--- src/rtl/core/slab_pkg.sv ---
// Shared types and constants for the serial line assembler.
package slab_pkg;

  localparam int LINE_MAX = 32;
  localparam int IDX_W    = $clog2(LINE_MAX);
  localparam int CNT_W    = IDX_W;

  localparam int QDEPTH  = 4;
  localparam int QPTR_W  = $clog2(QDEPTH);
  localparam int QCNT_W  = $clog2(QDEPTH + 1);

  localparam logic [7:0] CHAR_CR  = 8'h0D;
  localparam logic [7:0] CHAR_LF  = 8'h0A;
  localparam logic [7:0] CHAR_BS  = 8'h08;
  localparam logic [7:0] CHAR_DEL = 8'h7F;
  localparam logic [7:0] CHAR_NUL = 8'h00;

  typedef enum logic {
    OP_WRITE = 1'b0,
    OP_TAKE  = 1'b1
  } op_t;

  typedef enum logic [1:0] {
    ST_IDLE = 2'd0,
    ST_EMIT = 2'd1,
    ST_TERM = 2'd2
  } back_st_t;

  // One queued command from the front to the back.
  typedef struct packed {
    op_t              op;
    logic             taken;
    logic [IDX_W-1:0] addr;
    logic [7:0]       data;
    logic [CNT_W-1:0] cap;
  } q_entry_t;

endpackage

--- src/rtl/core/serial_line_assembler_with_backspace_core.sv ---
// Top level of the serial line assembler with backspace editing.
//
// Input channel (in_valid/in_ready): kind 0 carries a received byte in rx_byte,
// kind 1 asks for the ready line with a caller limit in take_limit.
// Output channel (out_valid/out_ready): line_char, line_taken and last.
// A received byte gives no word. A take gives one not-taken word, or the line
// bytes followed by a zero terminator with last set.
// The front updates the edit state and takes one word a cycle while the
// four-deep command queue has room. The back handles one store write or one
// output word at a time; a taken line with a nonzero cap enters the EMIT state
// before its first word is loaded; a not-taken answer loads straight from idle.
// Throughput is set by the single back unit: one store write or one output
// word per cycle, unless a stalled receiver holds the back.
// Reset clears the edit state, the queue and the output valid flag; the line
// store needs no clearing, as only bytes written for the current line are read.
// A stalled receiver holds the output register; the back then waits and the
// queue fills, after which in_ready drops.
module serial_line_assembler_with_backspace_core import slab_pkg::*; (
  input  logic       clk,
  input  logic       rst,
  input  logic       in_valid,
  output logic       in_ready,
  input  logic       kind,
  input  logic [7:0] rx_byte,
  input  logic [7:0] take_limit,
  output logic       out_valid,
  input  logic       out_ready,
  output logic [7:0] line_char,
  output logic       line_taken,
  output logic       last
);

  logic     push;
  q_entry_t push_entry;
  logic     q_ready;
  logic     q_valid;
  q_entry_t q_entry;
  logic     pop;

  slab_front u_front (
    .clk        (clk),
    .rst        (rst),
    .in_valid   (in_valid),
    .in_ready   (in_ready),
    .kind       (kind),
    .rx_byte    (rx_byte),
    .take_limit (take_limit),
    .push       (push),
    .push_entry (push_entry),
    .q_ready    (q_ready)
  );

  slab_queue u_queue (
    .clk        (clk),
    .rst        (rst),
    .push       (push),
    .push_entry (push_entry),
    .q_ready    (q_ready),
    .q_valid    (q_valid),
    .q_entry    (q_entry),
    .pop        (pop)
  );

  slab_back u_back (
    .clk        (clk),
    .rst        (rst),
    .q_valid    (q_valid),
    .q_entry    (q_entry),
    .pop        (pop),
    .out_valid  (out_valid),
    .out_ready  (out_ready),
    .line_char  (line_char),
    .line_taken (line_taken),
    .last       (last)
  );

endmodule

--- src/rtl/core/slab_front.sv ---
// Front: accepts words, tracks the line being edited, issues store writes and take commands.
module slab_front import slab_pkg::*; (
  input  logic       clk,
  input  logic       rst,
  input  logic       in_valid,
  output logic       in_ready,
  input  logic       kind,
  input  logic [7:0] rx_byte,
  input  logic [7:0] take_limit,
  output logic       push,
  output q_entry_t   push_entry,
  input  logic       q_ready
);

  logic [CNT_W-1:0] fill;
  logic [CNT_W-1:0] fill_next;
  logic             line_rdy;
  logic             line_rdy_next;
  logic [CNT_W-1:0] ready_length;
  logic [CNT_W-1:0] ready_length_next;
  logic             accept;
  logic [7:0]       limit_m1;
  logic [7:0]       rl_ext;
  logic [7:0]       cap_ext;

  assign in_ready = q_ready;
  assign accept   = in_valid && q_ready;
  assign limit_m1 = take_limit - 8'd1;
  assign rl_ext   = 8'(ready_length);
  assign cap_ext  = (limit_m1 < rl_ext) ? limit_m1 : rl_ext;

  always_comb begin
    fill_next         = fill;
    line_rdy_next     = line_rdy;
    ready_length_next = ready_length;
    push              = 1'b0;
    push_entry.op     = OP_WRITE;
    push_entry.taken  = 1'b0;
    push_entry.addr   = fill[IDX_W-1:0];
    push_entry.data   = rx_byte;
    push_entry.cap    = cap_ext[CNT_W-1:0];
    if (accept) begin
      if (kind == 1'b0) begin
        if (rx_byte == CHAR_CR || rx_byte == CHAR_LF) begin
          if (fill != '0) begin
            ready_length_next = fill;
            line_rdy_next     = 1'b1;
            fill_next         = '0;
          end
        end else if (rx_byte == CHAR_BS || rx_byte == CHAR_DEL) begin
          if (fill != '0) begin
            fill_next = fill - CNT_W'(1);
          end
        end else if (!line_rdy && fill < CNT_W'(LINE_MAX - 1)) begin
          push      = 1'b1;
          fill_next = fill + CNT_W'(1);
        end
      end else begin
        push          = 1'b1;
        push_entry.op = OP_TAKE;
        if (line_rdy && take_limit != 8'd0) begin
          push_entry.taken = 1'b1;
          line_rdy_next    = 1'b0;
        end
      end
    end
  end

  always_ff @(posedge clk) begin
    if (rst) begin
      fill         <= '0;
      line_rdy     <= 1'b0;
      ready_length <= '0;
    end else begin
      fill         <= fill_next;
      line_rdy     <= line_rdy_next;
      ready_length <= ready_length_next;
    end
  end

  // a pending line freezes editing, so nothing can be held beside it
  a_ready_empty: assert property (@(posedge clk) disable iff (rst)
    line_rdy |-> fill == '0) else $error("bytes held while a line is pending");

  a_fill_max: assert property (@(posedge clk) disable iff (rst)
    fill <= CNT_W'(LINE_MAX - 1)) else $error("fill count beyond store");

  a_take_nonzero: assert property (@(posedge clk) disable iff (rst)
    push && push_entry.op == OP_TAKE && push_entry.taken |-> ready_length != '0)
    else $error("empty line handed out");

endmodule

--- src/rtl/core/slab_queue.sv ---
// Short command queue between the front and the back.
module slab_queue import slab_pkg::*; (
  input  logic     clk,
  input  logic     rst,
  input  logic     push,
  input  q_entry_t push_entry,
  output logic     q_ready,
  output logic     q_valid,
  output q_entry_t q_entry,
  input  logic     pop
);

  q_entry_t          ents [QDEPTH];
  logic [QPTR_W-1:0] wr_ptr;
  logic [QPTR_W-1:0] rd_ptr;
  logic [QCNT_W-1:0] count;
  logic              do_push;
  logic              do_pop;

  assign q_ready = count != QCNT_W'(QDEPTH);
  assign q_valid = count != '0;
  assign q_entry = ents[rd_ptr];
  assign do_push = push && q_ready;
  assign do_pop  = pop && q_valid;

  always_ff @(posedge clk) begin
    if (do_push) begin
      ents[wr_ptr] <= push_entry;
    end
  end

  always_ff @(posedge clk) begin
    if (rst) begin
      wr_ptr <= '0;
      rd_ptr <= '0;
      count  <= '0;
    end else begin
      if (do_push) begin
        wr_ptr <= wr_ptr + QPTR_W'(1);
      end
      if (do_pop) begin
        rd_ptr <= rd_ptr + QPTR_W'(1);
      end
      case ({do_push, do_pop})
        2'b10:   count <= count + QCNT_W'(1);
        2'b01:   count <= count - QCNT_W'(1);
        default: count <= count;
      endcase
    end
  end

  a_no_overrun: assert property (@(posedge clk) disable iff (rst)
    count <= QCNT_W'(QDEPTH)) else $error("queue count overrun");

  a_pop_only_valid: assert property (@(posedge clk) disable iff (rst)
    pop |-> q_valid) else $error("pop from empty queue");

endmodule

--- src/rtl/core/slab_back.sv ---
// Back: owns the line store, applies writes and plays taken lines out one word a cycle while the output is free.
module slab_back import slab_pkg::*; (
  input  logic       clk,
  input  logic       rst,
  input  logic       q_valid,
  input  q_entry_t   q_entry,
  output logic       pop,
  output logic       out_valid,
  input  logic       out_ready,
  output logic [7:0] line_char,
  output logic       line_taken,
  output logic       last
);

  logic [7:0]       store [LINE_MAX];
  logic [7:0]       rdata;
  back_st_t         st;
  back_st_t         st_next;
  logic [CNT_W-1:0] n;
  logic [CNT_W-1:0] n_next;
  logic [CNT_W-1:0] n_inc;
  logic [CNT_W-1:0] cap;
  logic [CNT_W-1:0] cap_next;
  logic             out_free;
  logic             wr_en;
  logic             load;
  logic [7:0]       ld_char;
  logic             ld_taken;
  logic             ld_last;

  assign out_free = !out_valid || out_ready;
  assign n_inc    = n + CNT_W'(1);

  always_comb begin
    st_next  = st;
    n_next   = n;
    cap_next = cap;
    pop      = 1'b0;
    wr_en    = 1'b0;
    load     = 1'b0;
    ld_char  = CHAR_NUL;
    ld_taken = 1'b0;
    ld_last  = 1'b0;
    case (st)
      ST_IDLE: begin
        if (q_valid) begin
          if (q_entry.op == OP_WRITE) begin
            pop   = 1'b1;
            wr_en = 1'b1;
          end else if (!q_entry.taken) begin
            if (out_free) begin
              pop     = 1'b1;
              load    = 1'b1;
              ld_last = 1'b1;
            end
          end else begin
            pop      = 1'b1;
            n_next   = '0;
            cap_next = q_entry.cap;
            st_next  = (q_entry.cap == '0) ? ST_TERM : ST_EMIT;
          end
        end
      end
      ST_EMIT: begin
        // rdata holds store[n] here; a zero byte ends the copy early
        if (rdata == CHAR_NUL) begin
          st_next = ST_TERM;
        end else if (out_free) begin
          load     = 1'b1;
          ld_char  = rdata;
          ld_taken = 1'b1;
          n_next   = n_inc;
          if (n_inc == cap) begin
            st_next = ST_TERM;
          end
        end
      end
      ST_TERM: begin
        if (out_free) begin
          load     = 1'b1;
          ld_taken = 1'b1;
          ld_last  = 1'b1;
          st_next  = ST_IDLE;
        end
      end
      default: begin
        st_next = ST_IDLE;
      end
    endcase
  end

  always_ff @(posedge clk) begin
    if (wr_en) begin
      store[q_entry.addr] <= q_entry.data;
    end
    rdata <= store[n_next];
  end

  always_ff @(posedge clk) begin
    n   <= n_next;
    cap <= cap_next;
    if (load) begin
      line_char  <= ld_char;
      line_taken <= ld_taken;
      last       <= ld_last;
    end
  end

  always_ff @(posedge clk) begin
    if (rst) begin
      st        <= ST_IDLE;
      out_valid <= 1'b0;
    end else begin
      st <= st_next;
      if (load) begin
        out_valid <= 1'b1;
      end else if (out_ready) begin
        out_valid <= 1'b0;
      end
    end
  end

  a_emit_in_range: assert property (@(posedge clk) disable iff (rst)
    st == ST_EMIT |-> n < cap) else $error("read beyond taken line");

  a_pop_idle: assert property (@(posedge clk) disable iff (rst)
    pop |-> st == ST_IDLE) else $error("command popped mid-line");

  a_not_taken_form: assert property (@(posedge clk) disable iff (rst)
    out_valid && !line_taken |-> last && line_char == CHAR_NUL)
    else $error("malformed not-taken word");

endmodule

--- config.mk ---
export PLATFORM = sky130hd
export DESIGN_NAME = serial_line_assembler_with_backspace_core
export DESIGN_NICKNAME = d
export VERILOG_FILES = /design/src/rtl/core/slab_pkg.sv /design/src/rtl/core/serial_line_assembler_with_backspace_core.sv /design/src/rtl/core/slab_front.sv /design/src/rtl/core/slab_queue.sv /design/src/rtl/core/slab_back.sv
export SDC_FILE = /design/constraint.sdc
export NUM_CORES = 1
export LEC_CHECK = 0
export BUFFER_PORTS_ARGS = -buffer_cell sky130_fd_sc_hd__clkbuf_2
export CORE_UTILIZATION = 25
export CTS_BUF_LIST = sky130_fd_sc_hd__clkbuf_16
export DETAILED_ROUTE_END_ITERATION = 8
export GPL_ROUTABILITY_DRIVEN = 0
export SYNTH_ARGS = -nofsm -noshare
export SYNTH_HDL_FRONTEND = slang
export SYNTH_SLANG_ARGS = --single-unit
--- constraint.sdc ---
create_clock -name clk -period 3.6 [get_ports clk]
set_input_delay 1.08 -clock clk [delete_from_list [all_inputs] [get_ports clk]]
set_output_delay 1.08 -clock clk [all_outputs]
set_load 0.01 [all_outputs]
* After elaboration in Yosys (flattened, before gate mapping)
Memory sizes are Yosys's and may differ from the RTL's. A register that Yosys moved wholly into a read port is not among the register bits.
Cells that the tools add are included.
** Word-level totals
- Flip-flop bits (word level) :: 41
- Bits in writable memories :: 336
- Input port bits :: 21
- Output and inout bits :: 12
- Word-level logic and storage cells :: 131
- Memories :: 2
** Operators by class
- Add/sub/neg operators :: 8
- Magnitude comparators :: 2
- Eq/ne operators :: 19
- Multiplexer cells :: 57
- Bitwise gates (word level) :: 3
- Reduce and logical (&&, ||, !) cells :: 27
** Memories
- u_back.store :: depth 32, bits a word 8, read ports 1, clocked after memory_dff 1, write ports 1, line slab_back.sv:15 : logic [7:0] store [LINE_MAX];
- u_queue.ents :: depth 4, bits a word 20, read ports 1, clocked after memory_dff 1, write ports 1, line slab_queue.sv:13 : q_entry_t ents [QDEPTH];
** Operator list (number)
- 2-to-1 mux 5 bit :: 11
- 2-to-1 mux 1 bit :: 28
- == test 8 x 4 -> 1 bit (second input constant) :: 3
- 2-to-1 mux 2 bit :: 12
- AND reduction 4 bit :: 3
- adder 5 x 1 -> 5 bit (second input constant) :: 2
- case mux 5 bit (2 select lines) :: 1
- == test 8 x 7 -> 1 bit (second input constant) :: 1
- logical NOT 8 bit :: 1
- less-than comparator 8 x 5 -> 1 bit :: 1
- inequality test 2 x 1 -> 1 bit (second input constant) :: 4
- nonzero test 2 bit :: 4
- nonzero test 8 bit :: 1
- subtractor 8 x 1 -> 8 bit (second input constant) :: 1
- inequality test 2 bit (second input constant) :: 3
- inequality test 3 x 1 -> 1 bit (second input constant) :: 2
- case mux 2 bit (3 select lines) :: 1
- case mux 3 bit (2 select lines) :: 1
- AND reduction 6 bit :: 1
- nonzero test 3 bit :: 2
- == test 5 bit :: 1
- logical AND 1 bit :: 5
- logical NOT 5 bit :: 1
- less-than comparator 5 bit (second input constant) :: 1
- 16 further kinds :: 25

* Logic depth before layout (Yosys ltp)
- Depth after elaboration :: 10
- Gate-level depth with buffers :: 14
- Gate-level depth less buffers :: 14

* Cells and area by module
Synthesis repeated with hierarchy kept, for this count alone.
** Unflattened totals
- Cells, all modules :: 1028
- Area total of the unflattened synthesis :: 16115.5 um2
** Modules (own cells, without submodules)
- slab_back :: instances 1, cells an instance 745, area each 11646.2 um2, seq. area each 8458.1 um2
- slab_queue :: instances 1, cells an instance 156, area each 3384.5 um2, seq. area each 2582.5 um2
- slab_front :: instances 1, cells an instance 127, area each 1084.8 um2, seq. area each 220.2 um2

* Least setup slack after synthesis
No wires, ideal clock.
- Path kind :: input to register
- Start point :: input rx_byte[5]
- End point :: register u_queue.count[2]
- Library setup time :: 0.071 ns
- Arrival :: 3.339 ns
- Required time :: 3.529 ns
- Slack :: 0.191 ns
- Stages :: 12
- Path buffers :: 0
- Cells stage by stage :: nor4_1 > nand3_1 > and3_1 > nor2_1 > nor2_1 > inv_1 > ha_1 > inv_1 > fa_1 > xor2_1 > or3_1 > a21oi_1
** On the way
- Word-level cells in the longest chain between the ends :: 9
- Elaborated cells between the ends (all ways) :: 15
- Classes of those cells :: 6 x eq/ne; 5 x mux; 4 x reduce/logical
** Ends and longest elaborated chain
- start: declaration :: line serial_line_assembler_with_backspace_core.sv:24 : input logic [7:0] rx_byte,
- == test 8 x 4 -> 1 bit or == test 8 x 7 -> 1 bit (tied branches) :: line slab_front.sv:50 : end else if (rx_byte == CHAR_BS || rx_byte == CHAR_DEL) begin
- logical OR 1 bit :: line slab_front.sv:50
- 2-to-1 mux 1 bit :: line slab_front.sv:50
- 2-to-1 mux 1 bit (*) :: line slab_front.sv:44 : if (rx_byte == CHAR_CR || rx_byte == CHAR_LF) begin
- 2-to-1 mux 1 bit (*) :: line slab_front.sv:43 : if (kind == 1'b0) begin
- 2-to-1 mux 1 bit (*) :: line slab_front.sv:42 : if (accept) begin
- logical AND 1 bit (*) :: line slab_queue.sv:23 : assign do_push = push && q_ready;
- == test 2 x 1 -> 1 bit or == test 2 bit (tied branches) :: line slab_queue.sv:44 : case ({do_push, do_pop})
- case mux 3 bit (2 select lines) or nonzero test 2 bit (tied branches)
- end signal: assignment :: line slab_queue.sv:45 : 2'b10: count <= count + QCNT_W'(1);
- end signal: assignment :: line slab_queue.sv:46 : 2'b01: count <= count - QCNT_W'(1);
- end signal: assignment :: line slab_queue.sv:47 : default: count <= count;
- end: declaration :: line slab_queue.sv:16 : logic [QCNT_W-1:0] count;
Every way passes the cells marked *; elsewhere a longest branch is shown, timed or not.
A chain may end at the register's enable or synchronous reset.

* Worst setup path after layout
- Start point :: register u_back.st[1]
- End point :: register u_back.rdata[2], read port of u_back.store
** On the way
- Word-level cells in the longest chain between the ends :: 2
- Elaborated cells between the ends (all ways) :: 3
- Classes of those cells :: 1 x eq/ne; 1 x mux; 1 x reduce/logical
** Ends and longest elaborated chain
- start: declaration :: line slab_back.sv:17 : back_st_t st;
- start signal: assignment :: line slab_back.sv:114 : st <= st_next;
- == test 2 x 1 -> 1 bit or logical NOT 2 bit (tied branches) :: line slab_back.sv:44 : case (st)
- case mux 5 bit (2 select lines) (*) :: line slab_back.sv:44
- end: declaration :: line slab_back.sv:16 : logic [7:0] rdata;
Marks and branches as above.

==> reports/qor.csv <==
stage;metric;value;unit
outcome;status;finished, final reports clean;
detailed_routing;drtPass1Iterations;5;
die;dieArea;65500;sq um
sta;rsz0062_at_grt;no;
synth;netlist.area_leader.share;65.3;%
cts;hold_buffers;0;
cells_and_area;syn_to_final_growth;18.5;%
place;place_ws;-0.0957;ns
synth;syn-mean-instance-area;15.1;sq um
synth;synth_async_sr_flop_share;0;%
flow_run;cap_violations;0;
synth;syn_nets;1108;
synth;synth_top_area_cell;edfxtp_1;
power;switching_share;33.9;%
worst_setup_path;critPathArrivalTime;3.71;ns
place;port_buffers;32;
detailed_routing;wire_per_inst;18.1;microns
synth;netlist_instances;1066;
synth;synth_most_common_cell;edfxtp_1;
cts;cts_root_buf;clkbuf_16;
global_routing;grt_util_all_layers;11.3;%
sta;fmax;0.306;GHz
detailed_routing;vias_per_cell;4.50;
sta;min_period;3.26;ns
power;p_sw;5210;uW
power;p_seq_share;38.7;%
sta;worst_pin_slew;0.905;ns
sta;relSlewSlack;39.6;%
die;die_y;256;microns
die;core_area;63400;sq um
worst_setup_path;crit_fanout;14;
worst_setup_path;crit_type;reg2reg;
synth;ys_warn_count;0;
die;io_pins;33;
sta;setup_slack;0.336;ns
cts;clkLatencyLatePin;0.55;ns
sta;setup_viol;0;
cts;clk_path_buf_depth;3;
global_routing;grt_overflow;0;
sta;hold_viol;0;
place;dp_hpwl;24300;microns
worst_setup_path;worstPathRequired;4.05;ns
cells_and_area;fin_util;30.1;%
cts;cts.htree.levels;2;
worst_setup_path;crit_path_cell_trace;inv_1 -> ha_1 -> buf_4 -> inv_1 -> a211oi_4 -> buf_4 -> mux2i_1 -> o21bai_1 -> nor2_1 -> o21ai_0 -> o221ai_1 -> a2111oi_2;
power;powerDensity;804;nW/um^2
place;place_area;17700;sq um
synth;synth_edf_count;351;
cts;cts-resized-gates;0;
die;num_rows;92;
global_routing;grt_pass1_vias;9266;
cts;clock_sinks;387;
worst_setup_path;cp_slowest_stage_delay;0.44;ns
detailed_routing;drt-total-wl;37200;microns
synth;synth_flop_cell;edfxtp_1;
die;initial_core_util;25.4;%
die;die_w;256;microns
synth;synth_area;16100;sq um
worst_setup_path;crit_path_end_kind;flop;
detailed_routing;ant_nets;0;
synth;ys_seq_area_share;69.8;%
power;clkPwrFrac;27.4;%
cts;numCtsBuffers;42;
cells_and_area;drive_above_1_share;18.5;%
worst_setup_path;crit_path_top_delay_cell;o21bai_1;
detailed_routing;drc;0;
global_routing;antenna_found_initial;0;
cells_and_area;final_cell_area;19100;sq um
sta;skew;0.0183;ns
global_routing;grt_pass1_wl;57200;microns
worst_setup_path;cp-start-kind;flop;
sta;period_share;90.7;%
synth;ys_types;67;
detailed_routing;drtIter0Drc;803;
hold_path;min_path_type;reg2reg;
power;combPwrFrac;33.9;%
power;ir_drop;0.000360;V
cells_and_area;nets;1218;
sta;fin_tns_setup;0;ns
detailed_routing;vias;9245;
cts;cts_tree;done;
cts;path_clk_slew;0.06;ns
synth;synth_area_leaders;edfxtp_1 (65%), mux2i_1 (5.0%), dfxtp_1 (4.5%), mux4_2 (3.4%), nand2_1 (2.6%);
worst_setup_path;reg2reg_slack;0.34;ns
synth;synth_seq_cells;387;
cts;cts_setup_buffers;0;
synth;synth_commonest_cells;edfxtp_1 (351), nand2_1 (111), nor2_1 (90);
global_routing;grt_max_degree;48;
sta;slew_viol_final;0;
power;p_int;10200;uW
cells_and_area;antenna_cells;0;
power;p_leak;0.00681;uW
==> registers in the layout (all words and copies together) (netlist names), 3 cells and up, named ones only <==
register and flops:
u_back.n 5, u_back.store 256, u_front.ready_length 5, u_back.rdata 8, u_back.cap 5, u_back.line_char 8, u_queue.count 3, u_queue.ents 80
u_front.fill 5
==> through the flow <==
step / hold slack (ns) / power, uW / std cells
after global routing: 0.535 / 16100 / 2056
final: 0.495 / 15400 / 2056
after floorplan: 0.460 / 9350 / 1066
after global placement: 0.482 / 11200 / 1978
after detailed placement: 0.488 / 11300 / 1978
after CTS: 0.501 / 15500 / 2056
==> placed cells by master, fill, tap and decap left out, drive strengths merged, types with 8 or more instances in the layout <==
cell,instances
nor2,92
mux4,24
nor3b,15
inv,38
and3,18
a211oi,18
xor2,10
buf,76
xnor2,10
clkinv,16
nor3,11
edfxtp,351
a2111oi,8
nand2b,12
o21ai,16
ha,19
mux2i,81
mux2,11
o221ai,8
clkbuf,74
nand3,34
a22o,8
nand3b,12
a21oi,27
nand2,111
dfxtp,36
==> worst paths after layout <==
check | startpoint | end | depth (start not counted)
setup reg to reg | u_back.st[1] | u_back.rdata[2] | 12
setup / recovery | u_back.st[1] | u_back.rdata[2] | 12
hold reg to reg | u_front.ready_length[1] | u_front.ready_length[1] | 2
hold / removal | u_front.ready_length[1] | u_front.ready_length[1] | 2
==> logic make-up after synthesis <==
| group | Yosys count | synth area share [%] |
|---|---|---|
| multiplexers | 116 | 9.22 |
| buffers and inverters | 66 | 2.17 |
| AND/OR/NAND/NOR | 329 | 9.89 |
| AO/OA/AOI/OAI | 127 | 6.09 |
| XOR/XNOR | 20 | 1.09 |
| adder cells (fa/ha/maj) | 21 | 1.72 |
| flip-flops | 387 | 69.8 |
==> layout make-up <==
cell class	instances	area, sq um
fill	6220	44300
sequential	387	11300
multi-input combinational	613	4530
tap	846	1060
clock buffer	42	1050
timing repair buffer	108	818
clock inverter	36	308
inverter	24	92.6
==> routing by layer <==
metal	wire length (microns)	part of all wire [%]	GRT usage [%]	vias to the layer above
met1	16900	45	15.7	4619
met5	0	0	0	-
li1	-	-	-	4297
met2	17300	46	18.0	265
met3	2130	5.7	1.60	64
met4	949	2.5	3.91	0
==> power by group through the flow <==
| stage | registers [uW] | logic [uW] | clock network, uW |
|---|---|---|---|
| final | 5940 | 5210 | 4220 |
| after global routing | 5980 | 5590 | 4490 |
| after CTS | 5950 | 5240 | 4300 |
| after detailed placement | 6040 | 5210 | 0 |
| after global placement | 6030 | 5150 | 0 |
| after floorplan | 5970 | 3380 | 0 |
==> critical path: cells and delay by family, from the launching register on <==
| family | cells | cell delay, ns |
|---|---|---|
| compound gates | 5 | 1.57 |
| buf+inv | 4 | 0.59 |
| mux | 1 | 0.21 |
| simple gates | 1 | 0.31 |
| fa+ha+maj | 1 | 0.16 |
| flops | 1 | 0.33 |
No activity file was read; power rests on OpenSTA's default activity.
